==> config.mk <==
export PLATFORM = sky130hd
export DESIGN_NAME = takf_ram
export DESIGN_NICKNAME = d
export VERILOG_FILES = /design/src/rtl/takf_ram.sv
export SDC_FILE = /design/constraint.sdc
export NUM_CORES = 1
export LEC_CHECK = 0
export BUFFER_PORTS_ARGS = -buffer_cell sky130_fd_sc_hd__buf_2
export CELL_PAD_IN_SITES_DETAIL_PLACEMENT = 0
export CELL_PAD_IN_SITES_GLOBAL_PLACEMENT = 1
export CORE_UTILIZATION = 30
export CTS_BUF_LIST = sky130_fd_sc_hd__clkbuf_4 sky130_fd_sc_hd__clkbuf_8
export CTS_CLUSTER_DIAMETER = 60
export DETAILED_ROUTE_END_ITERATION = 8
export PLACE_DENSITY_LB_ADDON = 0.1
export SYNTH_ARGS = -nofsm -noshare
export SYNTH_HDL_FRONTEND = slang
export SYNTH_SLANG_ARGS = --single-unit
==> constraint.sdc <==
create_clock -name clk -period 2.41 [get_ports clk]
set_input_delay 0.241 -clock clk [delete_from_list [all_inputs] [get_ports clk]]
set_output_delay 0.241 -clock clk [all_outputs]
set_load 0.05 [all_outputs]
==> src/rtl/takf_ram.sv <==
`timescale 1ns / 1ps
`default_nettype none
// ----------------------------------------------------------------------------
// takf_ram
// Generic single-write, single-read RAM with registered read data.
// ----------------------------------------------------------------------------
module takf_ram #(
  parameter int W = 32,
  parameter int D = 2,
  localparam int AW = (D > 1) ? $clog2(D) : 1
) (
  input  wire logic          clk,
  input  wire logic          we,
  input  wire logic [AW-1:0] waddr,
  input  wire logic [W-1:0]  wdata,
  input  wire logic [AW-1:0] raddr,
  output logic      [W-1:0]  rdata
);

  logic [W-1:0] mem_r [D];

  always_ff @(posedge clk) begin
    if (we) begin
      mem_r[waddr] <= wdata;
    end
    rdata <= mem_r[raddr];
  end

endmodule
`default_nettype wire

After elaboration in Yosys (flattened, before gate mapping):

Memories as Yosys holds them, arrays and structs flattened. A register that Yosys moved wholly into a read port is not among the register bits.
Index checks and enable logic that the tools add are counted.

* register bits: 0
* bits in latches: 0
* bits in writable memories: 64
* memory bits (read-only): 0
* bits of input ports: 36
* output and inout port bits: 32
* word-level logic and storage cells: 3
* memories kept: 1

* add/subtract/negate cells: 0
* $mul: 0
* div/mod/pow operators: 0
* magnitude comparators: 0
* equality and inequality tests: 0
* shifts and indexed selects: 0
* muxes and demuxes: 2
* bitwise logic cells: 0
* reduce and logical (&&, ||, !) cells: 0

Memories
* mem_r: words 2, width 32, rd ports 1, clocked after Yosys merged registers in 1, wr ports 1, RTL line 20 `logic [W-1:0] mem_r [D];`

Operator list (number)
* $mux W1: 2

Longest topological paths before layout:

* depth in word-level cells: 2
* depth in mapped cells: 3
* depth with buffers taken out: 1

Least setup slack after synthesis:

No wires, ideal clock.

* path kind: input-to-reg
* start: in waddr
* end: mem mem_r[0][0] (enable)
* library setup time: 0.425 ns
* data arrival time: 1.693 ns
* required time: 1.985 ns
* slack: 0.291 ns
* stages on the path: 1
* path through: nor2b_1

RTL lines
* from (decl): RTL line 14 `input wire logic [AW-1:0] waddr,`
* to (decl): RTL line 20

Straight into the memory's write port.

Worst setup path after layout:

* start: reg rdata[11], read port of mem_r
* end: out rdata[11]

RTL lines
* from (decl): RTL line 17 `output logic [W-1:0] rdata`

No word-level cell between the ends.

==> impl_metrics.csv <==
group,metric,value,unit
detailed_routing,m1WireLength,2.26,mm
synthesis,syn_area,3120,um^2
timing,whs,0.0883,ns
placed_design,dpl.hpwl,3.26,mm
floorplan,dieArea,10800,um^2
finish,syn2layout_area_growth,20.5,%
finish,seq_area,2560,um^2
detailed_routing,routed_wl,4.91,mm
setup_path,crit_family,"flip-flops",
synthesis,synth_nets,170,
cts,cts_max_path_buffers,2,
setup_path,cpPeakStageDelay,0.34,ns
finish,antenna_cells,0,
global_routing,grtUsageTotal,0.0976,
cts,clkSlewWorstSetupHoldPaths,0.08,ns
setup_path,path_max_fanout,1,
setup_path,cp-start-kind,"flop",
timing,final-setup-viol-count,0,
timing,min_period,1.17,ns
cts,cts_tree,"yes",
synthesis,yosys_warnings,0,
detailed_routing,drc_errors,0,
floorplan,start_util,0.315,
power_and_ir_drop,cellLeakagePower,1.51,nW
timing,max_freq,0.851,GHz
setup_path,cp_data_arrival_time,0.93,ns
finish,multiInputGateArea,494,um^2
timing,slew_viol_final,0,
placed_design,routabilityCongestion,0.653,
finish,nets,247,
timing,rsz0062_at_grt,"false",
synthesis,synth_area_per_cell,23.3,um^2
setup_path,setup.worst_path.end_class,"output pin",
min_path,hp-class,"input pin to flop",
synthesis,yosysSeqAreaShare,0.822,
floorplan,chipHeight,104,um
synthesis,synth_cell_types,8,
timing,maxSlewHeadroom,0.642,
cts,cts_buffers,9,
setup_path,cp.buffers_inverters,1,
cts,post-cts-setup-buffers,0,
run,maxCapViolCount,0,
detailed_routing,vias,1372,
cts,cts-htree-levels,3,
status,status,"finished clean",
floorplan,rows,36,
placed_design,io_buffers,67,
power_and_ir_drop,vdd_ir_drop_max,308,uV
timing,tightest_slew,0.537,ns
detailed_routing,wire_per_inst,14.1,um
cts,postCtsHoldBufs,0,
cts,cts-resized-gates,0,
floorplan,core_area,9910,um^2
timing,hold_violations,0,
setup_path,cp.required,2.17,ns
global_routing,overflow,0,
detailed_routing,wl_met2,2.35,mm
timing,skew,0.0100,ns
synthesis,synth_seq_cells,96,
cts,clock_latency,0.34,ns
synthesis,syn_inst,134,
global_routing,antenna_found_initial,0,
setup_path,r2r_slack,1.62,ns
setup_path,crit_chain,"buf_2",
detailed_routing,routed_via_density,3.94,
detailed_routing,met3_length,229,um
finish,drive_gt1_frac,0.553,
detailed_routing,first_pass_iters,2,
power_and_ir_drop,p_per_area,850,nW/um^2
detailed_routing,drt.antenna.violating_nets,0,
cts,clock-sinks,96,
setup_path,crit_type,"flop to output pin",
global_routing,grt_pass1_wl,7.85,mm
floorplan,die_x,104,um
timing,tns,0,ns
global_routing,grt_pass1_vias,1528,
finish,fillerInstances,945,
detailed_routing,drt_iter0_drc,65,
global_routing,grt_start_max_net_pins,22,
placed_design,place_ws,0.949,ns
cts,root_buffer,"clkbuf_8",
floorplan,num_io_pins,68,
timing,period_share,0.488,
timing,fin_ws,1.24,ns
setup_path,crit_path_top_delay_cell,"dfxtp_1",
detailed_routing,top_layer,"met4",
Yosys cell counts:
master	n	area share
buf_6	1	0.0036
mux2_2	2	0.0072
nor2b_1	1	0.0020
mux2_4	30	0.14
buf_12	3	0.019
dfxtp_1	32	0.21
edfxtp_1	64	0.62
and2_1	1	0.0020
placed cells by master, fill, tap and decap left out:
master | Yosys | final
and2_2 | 0 | 1
buf_2 | 0 | 67
clkbuf_4 | 0 | 4
mux2_4 | 30 | 30
dfxtp_1 | 32 | 32
edfxtp_1 | 64 | 64
buf_4 | 0 | 2
buf_12 | 3 | 1
clkinv_2 | 0 | 2
mux2_2 | 2 | 2
nor2b_4 | 0 | 1
clkbuf_8 | 0 | 9
per-stage QoR:
step	power [mW]	instance area (um^2)	std cells	utilization
floorplan	2.24	3120	134	-
global placement	2.34	3590	333	0.363
detailed placement	2.35	3590	333	0.363
CTS	3.25	3760	348	0.379
global route	3.33	3760	348	0.379
finish	3.19	3760	348	0.379
worst paths after layout:
kind / start / endpoint / cells past startpoint
setup / recovery: rdata[11]$_DFF_P_ / rdata[11] / 1
hold / removal: wdata[26] / mem_r[1][26]$_DFFE_PP_ / 1
setup reg to reg: mem_r[0][23]$_DFFE_PP_ / rdata[23]$_DFF_P_ / 1
hold reg to reg: mem_r[0][14]$_DFFE_PP_ / rdata[14]$_DFF_P_ / 1
registers in the layout (all words and copies together), names as in the netlist:
signal / count
mem_r: 64
rdata: 32
logic make-up after synthesis:
family        count (synthesis)  synth area share
buf+inv                       4            0.0229
mux                          32             0.152
simple gates                  2           0.00401
flops                        96             0.821
power by group:
part	internal, mW	switching (mW)
logic	0.130	0.260
clock network	0.414	0.474
registers	1.89	0.0305
total	2.43	0.764
per-layer routing:
layer / up-vias / GRT usage
li1: 650 / -
met1: 670 / 0.124
met2: 44 / 0.149
met3: 8 / 0.0294
met4: 0 / 0.0520
met5: - / 0
cell type report:
class,instances,share of cell area
clock buffer,13,0.0410
sequential,96,0.682
timing repair buffer,70,0.0986
multi-input combinational,34,0.132
clock inverter,2,0.00266
tap,133,0.0443
Note: power is estimated with default switching activity, not from simulation.
