<file path="src/rtl/takf_pkg.sv">
`timescale 1ns / 1ps
`default_nettype none
// ----------------------------------------------------------------------------
// takf_pkg
// Shared types, constants and helpers of the tilt-angle Kalman filter.
// ----------------------------------------------------------------------------
package takf_pkg;

  localparam int NUM_AXES_DEF = 2;
  localparam int CFG_W        = 31;
  localparam int CFG_IDX_W    = 2;
  localparam int VAL_W        = 32;
  localparam int ACC_W        = 25;
  localparam int RATE_W       = 29;
  localparam int STATE_W      = 6 * VAL_W;

  localparam logic [CFG_W-1:0] ONE_Q30      = 31'h4000_0000;
  localparam logic [CFG_W-1:0] RST_TIME     = 31'd107374182;
  localparam logic [CFG_W-1:0] RST_ANG_NOISE  = 31'd10737418;
  localparam logic [CFG_W-1:0] RST_BIAS_NOISE = 31'd322123;
  localparam logic [CFG_W-1:0] RST_MEAS_NOISE = 31'd10737418;

  localparam logic [CFG_IDX_W-1:0] REG_TIME_STEP  = 2'd0;
  localparam logic [CFG_IDX_W-1:0] REG_ANG_NOISE  = 2'd1;
  localparam logic [CFG_IDX_W-1:0] REG_BIAS_NOISE = 2'd2;
  localparam logic [CFG_IDX_W-1:0] REG_MEAS_NOISE = 2'd3;

  localparam logic [3:0] OP_ANG_PRED = 4'd0;
  localparam logic [3:0] OP_P00_A    = 4'd1;
  localparam logic [3:0] OP_P00_B    = 4'd2;
  localparam logic [3:0] OP_CROSS    = 4'd3;
  localparam logic [3:0] OP_P11_PRED = 4'd4;
  localparam logic [3:0] OP_ANG_UPD  = 4'd5;
  localparam logic [3:0] OP_BIAS_UPD = 4'd6;
  localparam logic [3:0] OP_P10_UPD  = 4'd7;
  localparam logic [3:0] OP_P00_UPD  = 4'd8;
  localparam logic [3:0] OP_P11_UPD  = 4'd9;
  localparam logic [3:0] OP_P01_UPD  = 4'd10;

  typedef struct packed {
    logic                    start;
    logic signed [VAL_W-1:0] num;
    logic [VAL_W-1:0]        den;
  } div_req_t;

  typedef struct packed {
    logic                    done;
    logic signed [VAL_W-1:0] quo;
  } div_rsp_t;

  function automatic logic signed [VAL_W-1:0] sat32(input logic signed [39:0] v);
    logic signed [VAL_W-1:0] r;
    if (v > 40'sh00_7FFF_FFFF) begin
      r = 32'sh7FFF_FFFF;
    end else if (v < -40'sh00_8000_0000) begin
      r = -32'sh8000_0000;
    end else begin
      r = v[VAL_W-1:0];
    end
    return r;
  endfunction

  function automatic logic [CFG_W-1:0] clamp_reg(input logic [CFG_W-1:0] v);
    return (v > ONE_Q30) ? ONE_Q30 : v;
  endfunction

endpackage
`default_nettype wire

</file>
<file path="src/rtl/takf_div.sv">
`timescale 1ns / 1ps
`default_nettype none
// ----------------------------------------------------------------------------
// takf_div
// Serial gain divider: (num * 2^30) / den, truncated, saturated, one bit a cycle.
// ----------------------------------------------------------------------------
module takf_div import takf_pkg::*; (
  input  wire logic     clk,
  input  wire logic     rst_n,
  input  wire div_req_t req,
  output div_rsp_t      rsp
);

  logic              busy_r;
  logic              done_r;
  logic [5:0]        cnt_r;
  logic              neg_r;
  logic [VAL_W-1:0]  den_r;
  logic [VAL_W-1:0]  rem_r;
  logic [61:0]       quo_r;
  logic [VAL_W-1:0]  mag;
  logic [VAL_W:0]    rem_sh;
  logic              fits;

  assign mag    = req.num[VAL_W-1] ? VAL_W'(-req.num) : req.num;
  assign rem_sh = {rem_r, quo_r[61]};
  assign fits   = rem_sh >= {1'b0, den_r};

  always_ff @(posedge clk) begin
    if (!rst_n) begin
      busy_r <= 1'b0;
      done_r <= 1'b0;
      cnt_r  <= '0;
    end else begin
      done_r <= 1'b0;
      if (req.start) begin
        busy_r <= 1'b1;
        cnt_r  <= '0;
        neg_r  <= req.num[VAL_W-1];
        den_r  <= req.den;
        rem_r  <= '0;
        quo_r  <= {mag, 30'b0};
      end else if (busy_r) begin
        rem_r <= fits ? VAL_W'(rem_sh - {1'b0, den_r}) : rem_sh[VAL_W-1:0];
        quo_r <= {quo_r[60:0], fits};
        cnt_r <= cnt_r + 6'd1;
        if (cnt_r == 6'd61) begin
          busy_r <= 1'b0;
          done_r <= 1'b1;
        end
      end
    end
  end

  always_comb begin
    rsp.done = done_r;
    if (!neg_r) begin
      rsp.quo = (|quo_r[61:31]) ? 32'sh7FFF_FFFF : $signed(quo_r[31:0]);
    end else if ((|quo_r[61:32]) || (quo_r[31] && (|quo_r[30:0]))) begin
      rsp.quo = -32'sh8000_0000;
    end else begin
      rsp.quo = $signed(-quo_r[31:0]);
    end
  end

endmodule
`default_nettype wire

</file>
<file path="config.mk">
export PLATFORM = sky130hd
export DESIGN_NAME = takf_div
export DESIGN_NICKNAME = d
export VERILOG_FILES = /design/src/rtl/takf_pkg.sv /design/src/rtl/takf_div.sv
export SDC_FILE = /design/constraint.sdc
export NUM_CORES = 1
export LEC_CHECK = 0
export ABC_AREA = 1
export BUFFER_PORTS_ARGS = -buffer_cell sky130_fd_sc_hd__buf_2
export CAP_MARGIN = 20
export CORE_ASPECT_RATIO = 2
export CORE_UTILIZATION = 55
export CTS_CLUSTER_DIAMETER = 100
export DETAILED_ROUTE_END_ITERATION = 6
export PLACE_DENSITY = 0.78
export SYNTH_ARGS = -nofsm -noshare
export SYNTH_HDL_FRONTEND = slang
export SYNTH_SLANG_ARGS = --single-unit
</file>
<file path="constraint.sdc">
create_clock -name clk -period 4.4 [get_ports clk]
set_input_delay 0.44 -clock clk [delete_from_list [all_inputs] [get_ports clk]]
set_output_delay 0.44 -clock clk [all_outputs]
set_load 0.05 [all_outputs]
</file>
# Word level (Yosys, flattened, before mapping)
# Index checks and enable logic that the tools add are counted.
# totals
wordCells	38
ff_bits	135
in_bits	67
output_inout_bits	33
# classes
n_lt_le_gt_ge	1
bitwise_logic	2
eq_ne	1
muxes	12
n_addsub	4
n_reduce_logical	10
# op_table
operator	count
two-way mux 32 bit	6
two-way mux 62 bit	2
negation 32 bit	2
OR reduction 31 bit	2
greater-or-equal comparator 33 x 32 -> 1 bit	1
subtractor 32 bit	1
OR reduction 30 bit	1
adder 6 x 1 -> 6 bit (second input constant)	1
== test 6 bit (second input constant)	1
two-way mux 1 bit	4
AND reduction 2 bit	2
OR reduction 3 bit	1
inverter 1 bit	2
nonzero test 2 bit	1
OR reduction 2 bit	1
logical AND 1 bit	1
logical OR 1 bit	1

# Logic depth before layout (Yosys ltp)
# Gate-level depths: netlist (run 1).
# depth
ltp_word	5
mapped_depth	16
mapped_depth_nobuf	16

# Worst setup path before layout (run 1)
# No wires, ideal clock.
# synth_timing
path_kind	in2reg
startpoint	input port req[64] (netlist name)
endpoint	register quo_r[0] (enable)
setup_time_ns	0.456
arrival_time_ns	2.797
path_slack_ns	1.147
n_path_buf	1
cell_stages	3
t_required_ns	3.944
cell_sequence	clkbuf_1 -> nand2_1 -> nand2_1
# synth_between
elab_chain_len	2
# synth_lines
element	line	source
from (decl)	takf_div.sv:10	input wire div_req_t req,
nonzero test 2 bit (no source line)	n/a	
AND reduction 2 bit (no source line)	n/a	
to (signal assigned)	takf_div.sv:42	quo_r <= {mag, 30'b0};
to (signal assigned)	takf_div.sv:45	quo_r <= {quo_r[60:0], fits};
to (decl)	takf_div.sv:20	logic [61:0] quo_r;
# Every way passes these cells.
# A chain may end at the register's enable or synchronous reset.

==> impl_metrics.env, run 1 <==
export IMPL_outcome="completed"
export IMPL_worstPathMaxFanout=27
export IMPL_setup_viol=0
export IMPL_area_growth_pct=11.7
export IMPL_p_per_area_nw_per_um2=373
export IMPL_port_buffers=99
export IMPL_synth_ff_type="edfxtp_1"
export IMPL_cp_slowest_cell="edfxtp_1"
export IMPL_postRouteAntennaNets=0
export IMPL_wire_per_inst_um=16.4
export IMPL_htree_levels=4
export IMPL_fp_dieH_um=195
export IMPL_core_area_um2=18300
export IMPL_min_from="req[7]"
export IMPL_placedCellCount=1772
export IMPL_placed_area_um2=10900
export IMPL_die_w_um=98.7
export IMPL_regToRegStartpoint="rem_r[7]$_SDFFCE_PP0P_"
export IMPL_drt_pass1_iter_count=5
export IMPL_insertion_delay_ns=0.44
export IMPL_clock_sinks=135
export IMPL_path_class="reg2out"
export IMPL_worstMarginPinSlew_ns=0.871
export IMPL_p_leak_nw=5.78
export IMPL_via_per_inst=5.37
export IMPL_fin_skew_ns=0.00756
export IMPL_drt_wl_total_um=29600
export IMPL_cts_setup_buffers=0
export IMPL_worst_setup_path_start_kind="register"
export IMPL_holdCritPathClass="in2reg"
export IMPL_r2r_cells=13
export IMPL_crit_cells=13
export IMPL_dp_hpwl_um=22700
export IMPL_rrSetupSlack_ns=1.59
export IMPL_max_vdd_ir_drop_uv=232
export IMPL_crit_family="simple AND/OR/NAND/NOR gates"
export IMPL_slew_headroom_pct=41.8
export IMPL_grt_start_max_net_pins=56
export IMPL_setup_ws_ns=1.04
export IMPL_netlist_area_um2=10300
export IMPL_grt_pass1_wl_um=46400
export IMPL_row_count=70
export IMPL_min_to="den_r[7]$_DFFE_PP_"
export IMPL_fin_cells=1804
export IMPL_initialDrtViolationCount=537
export IMPL_synth_top_area_cell="edfxtp_1"
export IMPL_antenna_found_initial=0
export IMPL_initial_utilization_pct=56.2
export IMPL_fmax_ghz=0.298
export IMPL_fin_crit_ns=3.36
export IMPL_gp_congestion=1.02
export IMPL_post_route_period_util_pct=76.3
export IMPL_slowest_delay_ns=0.42
export IMPL_synth_top_area_share_pct=37.1
export IMPL_nets=1680
export IMPL_cp_end_kind="output port"
export IMPL_cp_required_ns=3.96
export IMPL_slew_violations=0
export IMPL_final_area_um2=11500
export IMPL_numCtsBuffers=17
export IMPL_cts_tree="built"
export IMPL_pre_cts_slack_ns=1.52
export IMPL_crit_arrival_ns=2.92
export IMPL_ios=100
export IMPL_clk_pin_slew_worst_paths_ns=0.06
export IMPL_synth_seq_area_share_pct=38.6
export IMPL_synth_distinct_cells=45
export IMPL_netlist_top_cells_area="edfxtp_1 37%, nand2_1 17%, inv_1 9.9%"
export IMPL_r2r_end="rem_r[16]$_SDFFCE_PP0P_"
export IMPL_diodes=0
export IMPL_vias=9689
export IMPL_grt_usage_pct=32.1
export IMPL_rsz0062_at_grt="no"
export IMPL_syn_instance_count=1486
export IMPL_cts_root_buf="clkbuf_16"
export IMPL_yosysMostFrequentCell="nand2_1"
export IMPL_post_cts_resized=0
export IMPL_crit_buf_inv=5
export IMPL_yosys_warnings=0
export IMPL_syn_nets=1590
export IMPL_floorplan_die_area_um2=19300
export IMPL_layout_drive_gt1_share_pct=9.95
export IMPL_hold_path_depth=1
export IMPL_clk_path_buf_depth=2
export IMPL_ys_seq_elements=135
export IMPL_async_flop_share_pct=0
export IMPL_cts_hold_buf=0
export IMPL_grt_pass1_vias=9607
export IMPL_hold_ws_ns=0.170
export IMPL_cap_violations=0
export IMPL_synthTopCellsByCount="463 x nand2_1, 271 x inv_1, 214 x nor2_1, 127 x edfxtp_1, 82 x nand3_1"
export IMPL_overflow=0
export IMPL_syn_area_per_cell_um2=6.92
export IMPL_drc_errors=0
export IMPL_timing_setup_tns_ns=0
export IMPL_hold_viol=0
export IMPL_crit_path_cell_trace="inv_1 -> ha_1 -> inv_1 -> nor3_4 -> inv_2 -> nor2_4 -> nand2_2 -> o21ai_4 -> nand3_4 -> inv_4 -> nand2_1 -> nand2_1 -> buf_2"
export IMPL_synth_edf_count=127
[layer usage]
layer / wire (µm) / track usage (%) / vias up
met4: 2360 / 25.8 / 0
met1: 9600 / 28.6 / 4401
met5: 0 / 0 / -
met2: 16400 / 62.0 / 327
met3: 1320 / 4.80 / 134
li1: - / - / 4827
[final cells by class]
cell class	instances	area [µm²]
clock buffers	18	429
flip-flops and latches	135	3970
multi-input cells	1044	5120
inverters	273	1030
repair buffers	105	561
fillers	1746	6820
clock inverters	13	109
well taps	216	270
[through the flow]
step	power (mW)	utilization, %
2_1_floorplan	2.59	-
3_3_place_gp	2.93	59.7
3_5_place_dp	2.94	59.7
4_1_cts	4.27	62.7
5_1_grt	4.50	62.8
6_report	4.28	62.8
[state kept, by name (all words and copies together), names as in the netlist]
register,count
quo_r,62
busy_r,1
rem_r,32
neg_r,1
cnt_r,6
done_r,1
den_r,32
[where the power goes]
part,switching [mW],internal (mW)
Combinational,0.891,0.407
Clock,0.568,0.767
Sequential,0.0793,1.57
[layout by cell type (no fill, tap or decap), types with 5 or more instances in the layout]
master     instances
xor2_1            57
nor2_1           214
clkbuf_16         17
nand3_1           82
nand3b_1          18
and2_1             5
nor3_1            24
inv_1            270
nand4_1           19
ha_1              36
buf_2             99
a21oi_1           16
nand2_1          462
o21ai_0           56
a31oi_1            8
edfxtp_1         127
dfxtp_1            8
[worst max path at each step]
stage,start,to,slack (ns)
after floorplan,req[64],quo_r[0]$_SDFFCE_PP0P_,1.15
after global placement,quo_r[0]$_SDFFCE_PP0P_,rsp[3],1.52
after detailed placement,quo_r[0]$_SDFFCE_PP0P_,rsp[3],1.52
after CTS,quo_r[0]$_SDFFCE_PP0P_,rsp[3],1.03
after global routing,quo_r[0]$_SDFFCE_PP0P_,rsp[3],0.83
final,quo_r[0]$_SDFFCE_PP0P_,rsp[3],1.04
[cells by family (layout without fill, tap and decap cells)]
logic type                 count (synthesis)  count (layout)  synth area share (%)
AOI/OAI and AO/OA                         93              93                  4.97
xor gates and xnor gates                  61              61                  5.19
adders and majority gates                 37              37                  4.57
buffers and inverters                    307             409                  11.7
DFF                                      135             135                  38.6
and+or+nand+nor                          853             853                  34.9
No activity file was read; power rests on OpenSTA's default activity.
==> inputs of run 2 (changes only) <==
--- a/config.mk
+++ b/config.mk
@@ -5,14 +5,14 @@
 export SDC_FILE = /design/constraint.sdc
 export NUM_CORES = 1
 export LEC_CHECK = 0
-export ABC_AREA = 1
+export ABC_AREA = 0
 export BUFFER_PORTS_ARGS = -buffer_cell sky130_fd_sc_hd__buf_2
 export CAP_MARGIN = 20
 export CORE_ASPECT_RATIO = 2
 export CORE_UTILIZATION = 55
 export CTS_CLUSTER_DIAMETER = 100
 export DETAILED_ROUTE_END_ITERATION = 6
-export PLACE_DENSITY = 0.78
+export PLACE_DENSITY = 0.79
 export SYNTH_ARGS = -nofsm -noshare
 export SYNTH_HDL_FRONTEND = slang
 export SYNTH_SLANG_ARGS = --single-unit
==> constraint.sdc (replaced) <==
create_clock -name clk -period 3.2 [get_ports clk]
set_input_delay 0.32 -clock clk [delete_from_list [all_inputs] [get_ports clk]]
set_output_delay 0.32 -clock clk [all_outputs]
set_load 0.05 [all_outputs]
==> run 2 against run 1 <==
Compared with the run above:
- the flow now finishes with violations (setup timing)
- wire length decreased by 14%
- total power up 33%
- worst setup slack worse by 1.5 ns
- highest routed layer unchanged
==> impl_metrics.env, run 2 <==
export IMPL_outcome="complete, but fails checks"
export IMPL_violations="setup timing"
export IMPL_worstMarginPinSlew_ns=0.876
export IMPL_grt_usage_pct=30.6
export IMPL_drc_errors=0
export IMPL_p_leak_nw=4.61
export IMPL_async_flop_share_pct=0
export IMPL_initial_utilization_pct=56.5
export IMPL_top_regs="quo_r (62), den_r (32), rem_r (32)"
export IMPL_antenna_found_initial=0
export IMPL_drt_pass1_iter_count=6
export IMPL_setup_ws_ns=-0.443
export IMPL_r2r_end="rem_r[28]$_SDFFCE_PP0P_"
export IMPL_top_register="quo_r"
export IMPL_post_route_period_util_pct=114
export IMPL_met3_usage_pct=5.00
export IMPL_crit_arrival_ns=3.32
export IMPL_worstPathMaxFanout=3
export IMPL_synth_distinct_cells=75
export IMPL_largest_register_ffs=62
export IMPL_grt_pass1_wl_um=39600
export IMPL_cts_root_buf="clkbuf_16"
export IMPL_cts_hold_buf=0
export IMPL_hold_viol=0
export IMPL_timing_setup_tns_ns=-7.46
export IMPL_cp_end_kind="output port"
export IMPL_grt_pass1_vias=8376
export IMPL_nets=1214
export IMPL_syn_nets=1060
export IMPL_initialDrtViolationCount=413
export IMPL_ios=100
export IMPL_via_per_inst=6.17
export IMPL_min_to="den_r[9]$_DFFE_PP_"
export IMPL_grt_busiest_layer="met2"
export IMPL_worst_setup_path_start_kind="register"
export IMPL_rsz0062_at_grt="yes"
export IMPL_insertion_delay_ns=0.42
export IMPL_synthTopCellsByCount="127 x edfxtp_1, 105 x nand2_1, 88 x a21oi_1, 79 x nor2_1, 60 x inv_1"
export IMPL_netlist_top_cells_area="edfxtp_1 43%, ha_1 5.0%, a21oi_1 4.9%"
export IMPL_rrSetupSlack_ns=0.14
export IMPL_postRouteAntennaNets=0
export IMPL_use_met1_pct=28.5
export IMPL_final_common_cell="edfxtp_1"
export IMPL_max_vdd_ir_drop_uv=631
export IMPL_fin_crit_ns=3.64
export IMPL_htree_levels=4
export IMPL_ys_seq_elements=135
export IMPL_gp_congestion=0.908
export IMPL_p_per_area_nw_per_um2=486
export IMPL_synth_ff_type="edfxtp_1"
export IMPL_die_w_um=92.1
export IMPL_synth_seq_area_share_pct=44.5
export IMPL_overflow=0
export IMPL_fin_skew_ns=0.00885
export IMPL_clk_path_buf_depth=2
export IMPL_netlist_area_um2=8920
export IMPL_syn_instance_count=956
export IMPL_fmax_ghz=0.275
export IMPL_grtUsageMet2_pct=58.7
export IMPL_regToRegStartpoint="den_r[0]$_DFFE_PP_"
export IMPL_diodes=0
export IMPL_dp_hpwl_um=17400
export IMPL_syn_area_per_cell_um2=9.33
export IMPL_slew_headroom_pct=41.6
export IMPL_floorplan_die_area_um2=16800
export IMPL_clk_pin_slew_worst_paths_ns=0.06
export IMPL_cts_tree="built"
export IMPL_hold_path_depth=1
export IMPL_port_buffers=99
export IMPL_layout_drive_gt1_share_pct=28.0
export IMPL_holdCritPathClass="in2reg"
export IMPL_path_class="reg2out"
export IMPL_setup_viol=32
export IMPL_fp_dieH_um=182
export IMPL_synth_top_area_cell="edfxtp_1"
export IMPL_row_count=65
export IMPL_r2r_cells=11
export IMPL_clock_sinks=135
export IMPL_yosys_warnings=0
export IMPL_drt_wl_total_um=25600
export IMPL_synth_edf_count=127
export IMPL_grt_start_max_net_pins=68
export IMPL_core_area_um2=15800
export IMPL_vias=8164
export IMPL_cap_violations=0
export IMPL_min_from="req[9]"
export IMPL_synth_top_area_share_pct=42.7
export IMPL_wire_per_inst_um=19.3
export IMPL_area_growth_pct=31.0
export IMPL_mostFrequentLayoutCells="127 x edfxtp_1, 102 x nand2_1, 79 x a21oi_1"
export IMPL_numCtsBuffers=17
export IMPL_slew_violations=0
export IMPL_cp_required_ns=2.88
export IMPL_yosysMostFrequentCell="edfxtp_1"
export IMPL_power_total_mw=5.68
==> run 2: changes by cell type in the layout (fill, tap and decap cells not counted), moves of 32 or more <==
| cell | before | now |
|---|---|---|
| a21oi_1 | 16 | 79 |
| buf_2 | 99 | 66 |
| buf_4 | 4 | 77 |
| buf_6 | 0 | 38 |
| inv_1 | 270 | 58 |
| nand2_1 | 462 | 102 |
| nand3_1 | 82 | 18 |
| nor2_1 | 214 | 76 |
| nor2b_1 | 0 | 32 |
==> run 2: worst max-delay path by stage <==
stage                           start                      end  cells past startpoint
5_1_grt        quo_r[1]$_SDFFCE_PP0P_                  rsp[31]                      9
6_report       quo_r[1]$_SDFFCE_PP0P_                  rsp[31]                      9
4_1_cts        quo_r[8]$_SDFFCE_PP0P_                   rsp[4]                      9
3_3_place_gp       den_r[0]$_DFFE_PP_  rem_r[28]$_SDFFCE_PP0P_                     11
2_1_floorplan  quo_r[1]$_SDFFCE_PP0P_                   rsp[6]                     11
3_5_place_dp       den_r[0]$_DFFE_PP_  rem_r[28]$_SDFFCE_PP0P_                     11
==> run 2: repair_timing <==
action                                 CTS  global route
setup buffers                           10             6
cloned                                   3             0
pin swaps                               13            12
endpoints found under the hold margin    0             0
gates resized for setup                 85            47
setup endpoints to repair               36            43
==> run 2: logic make-up (layout without fill, tap and decap cells) <==
logic type               count (synthesis)  in the layout  share of synthesized area, %
AO/OA/AOI/OAI                          270            270                          20.0
XOR/XNOR                                53             53                          5.20
adder cells (fa/ha/maj)                 37             37                          5.27
buffers and inverters                  112            276                          4.95
flip-flops                             135            135                          44.5
multiplexers                             4              4                         0.463
AND/OR/NAND/NOR                        345            348                          19.6
==> run 2: layer usage <==
metal,share of wire [%],vias to the layer above
li1,-,3847
met1,34,3884
met2,56,307
met3,4.1,126
met4,6.4,0
met5,0,-
==> run 2: worst max-delay path, cell delays in order (launching register included) <==
cell      delay [ns]
edfxtp_1        0.43
or4_1           0.60
nor2_2          0.18
nand4_1         0.18
or4_4           0.50
or3_4           0.36
nor3_2          0.14
xor2_1          0.23
a21oi_2         0.09
buf_6           0.19
==> run 2: report_power, final <==
group / total (mW) / switching [mW] / internal (mW)
registers: 2.19 / 0.0843 / 2.10
logic: 1.54 / 0.910 / 0.630
clock network: 1.95 / 0.790 / 1.16
total: 5.68 / 1.78 / 3.90
==> run 2: final cells by class <==
cell class | count | area [µm²]
Inverter | 61 | 241
Multi-Input combinational cell | 712 | 5250
Clock inverter | 15 | 166
Clock buffer | 17 | 425
Sequential cell | 135 | 3970
Fill cell | 1100 | 4100
Tap cell | 201 | 251
Timing Repair Buffer | 183 | 1380
==> run 2: metrics by stage <==
step           worst slack (ns)  utilization, %  std cells  hold WS [ns]  cell area (µm²)
2_1_floorplan            -0.139               -        956         0.419             9440
3_3_place_gp            -0.0662            66.5       1274         0.471            10500
3_5_place_dp             -0.136            66.5       1274         0.494            10500
4_1_cts                  -0.261            72.7       1319        0.0552            11500
5_1_grt                  -0.553            74.0       1324        0.0504            11700
6_report                 -0.443            74.0       1324        0.0705            11700
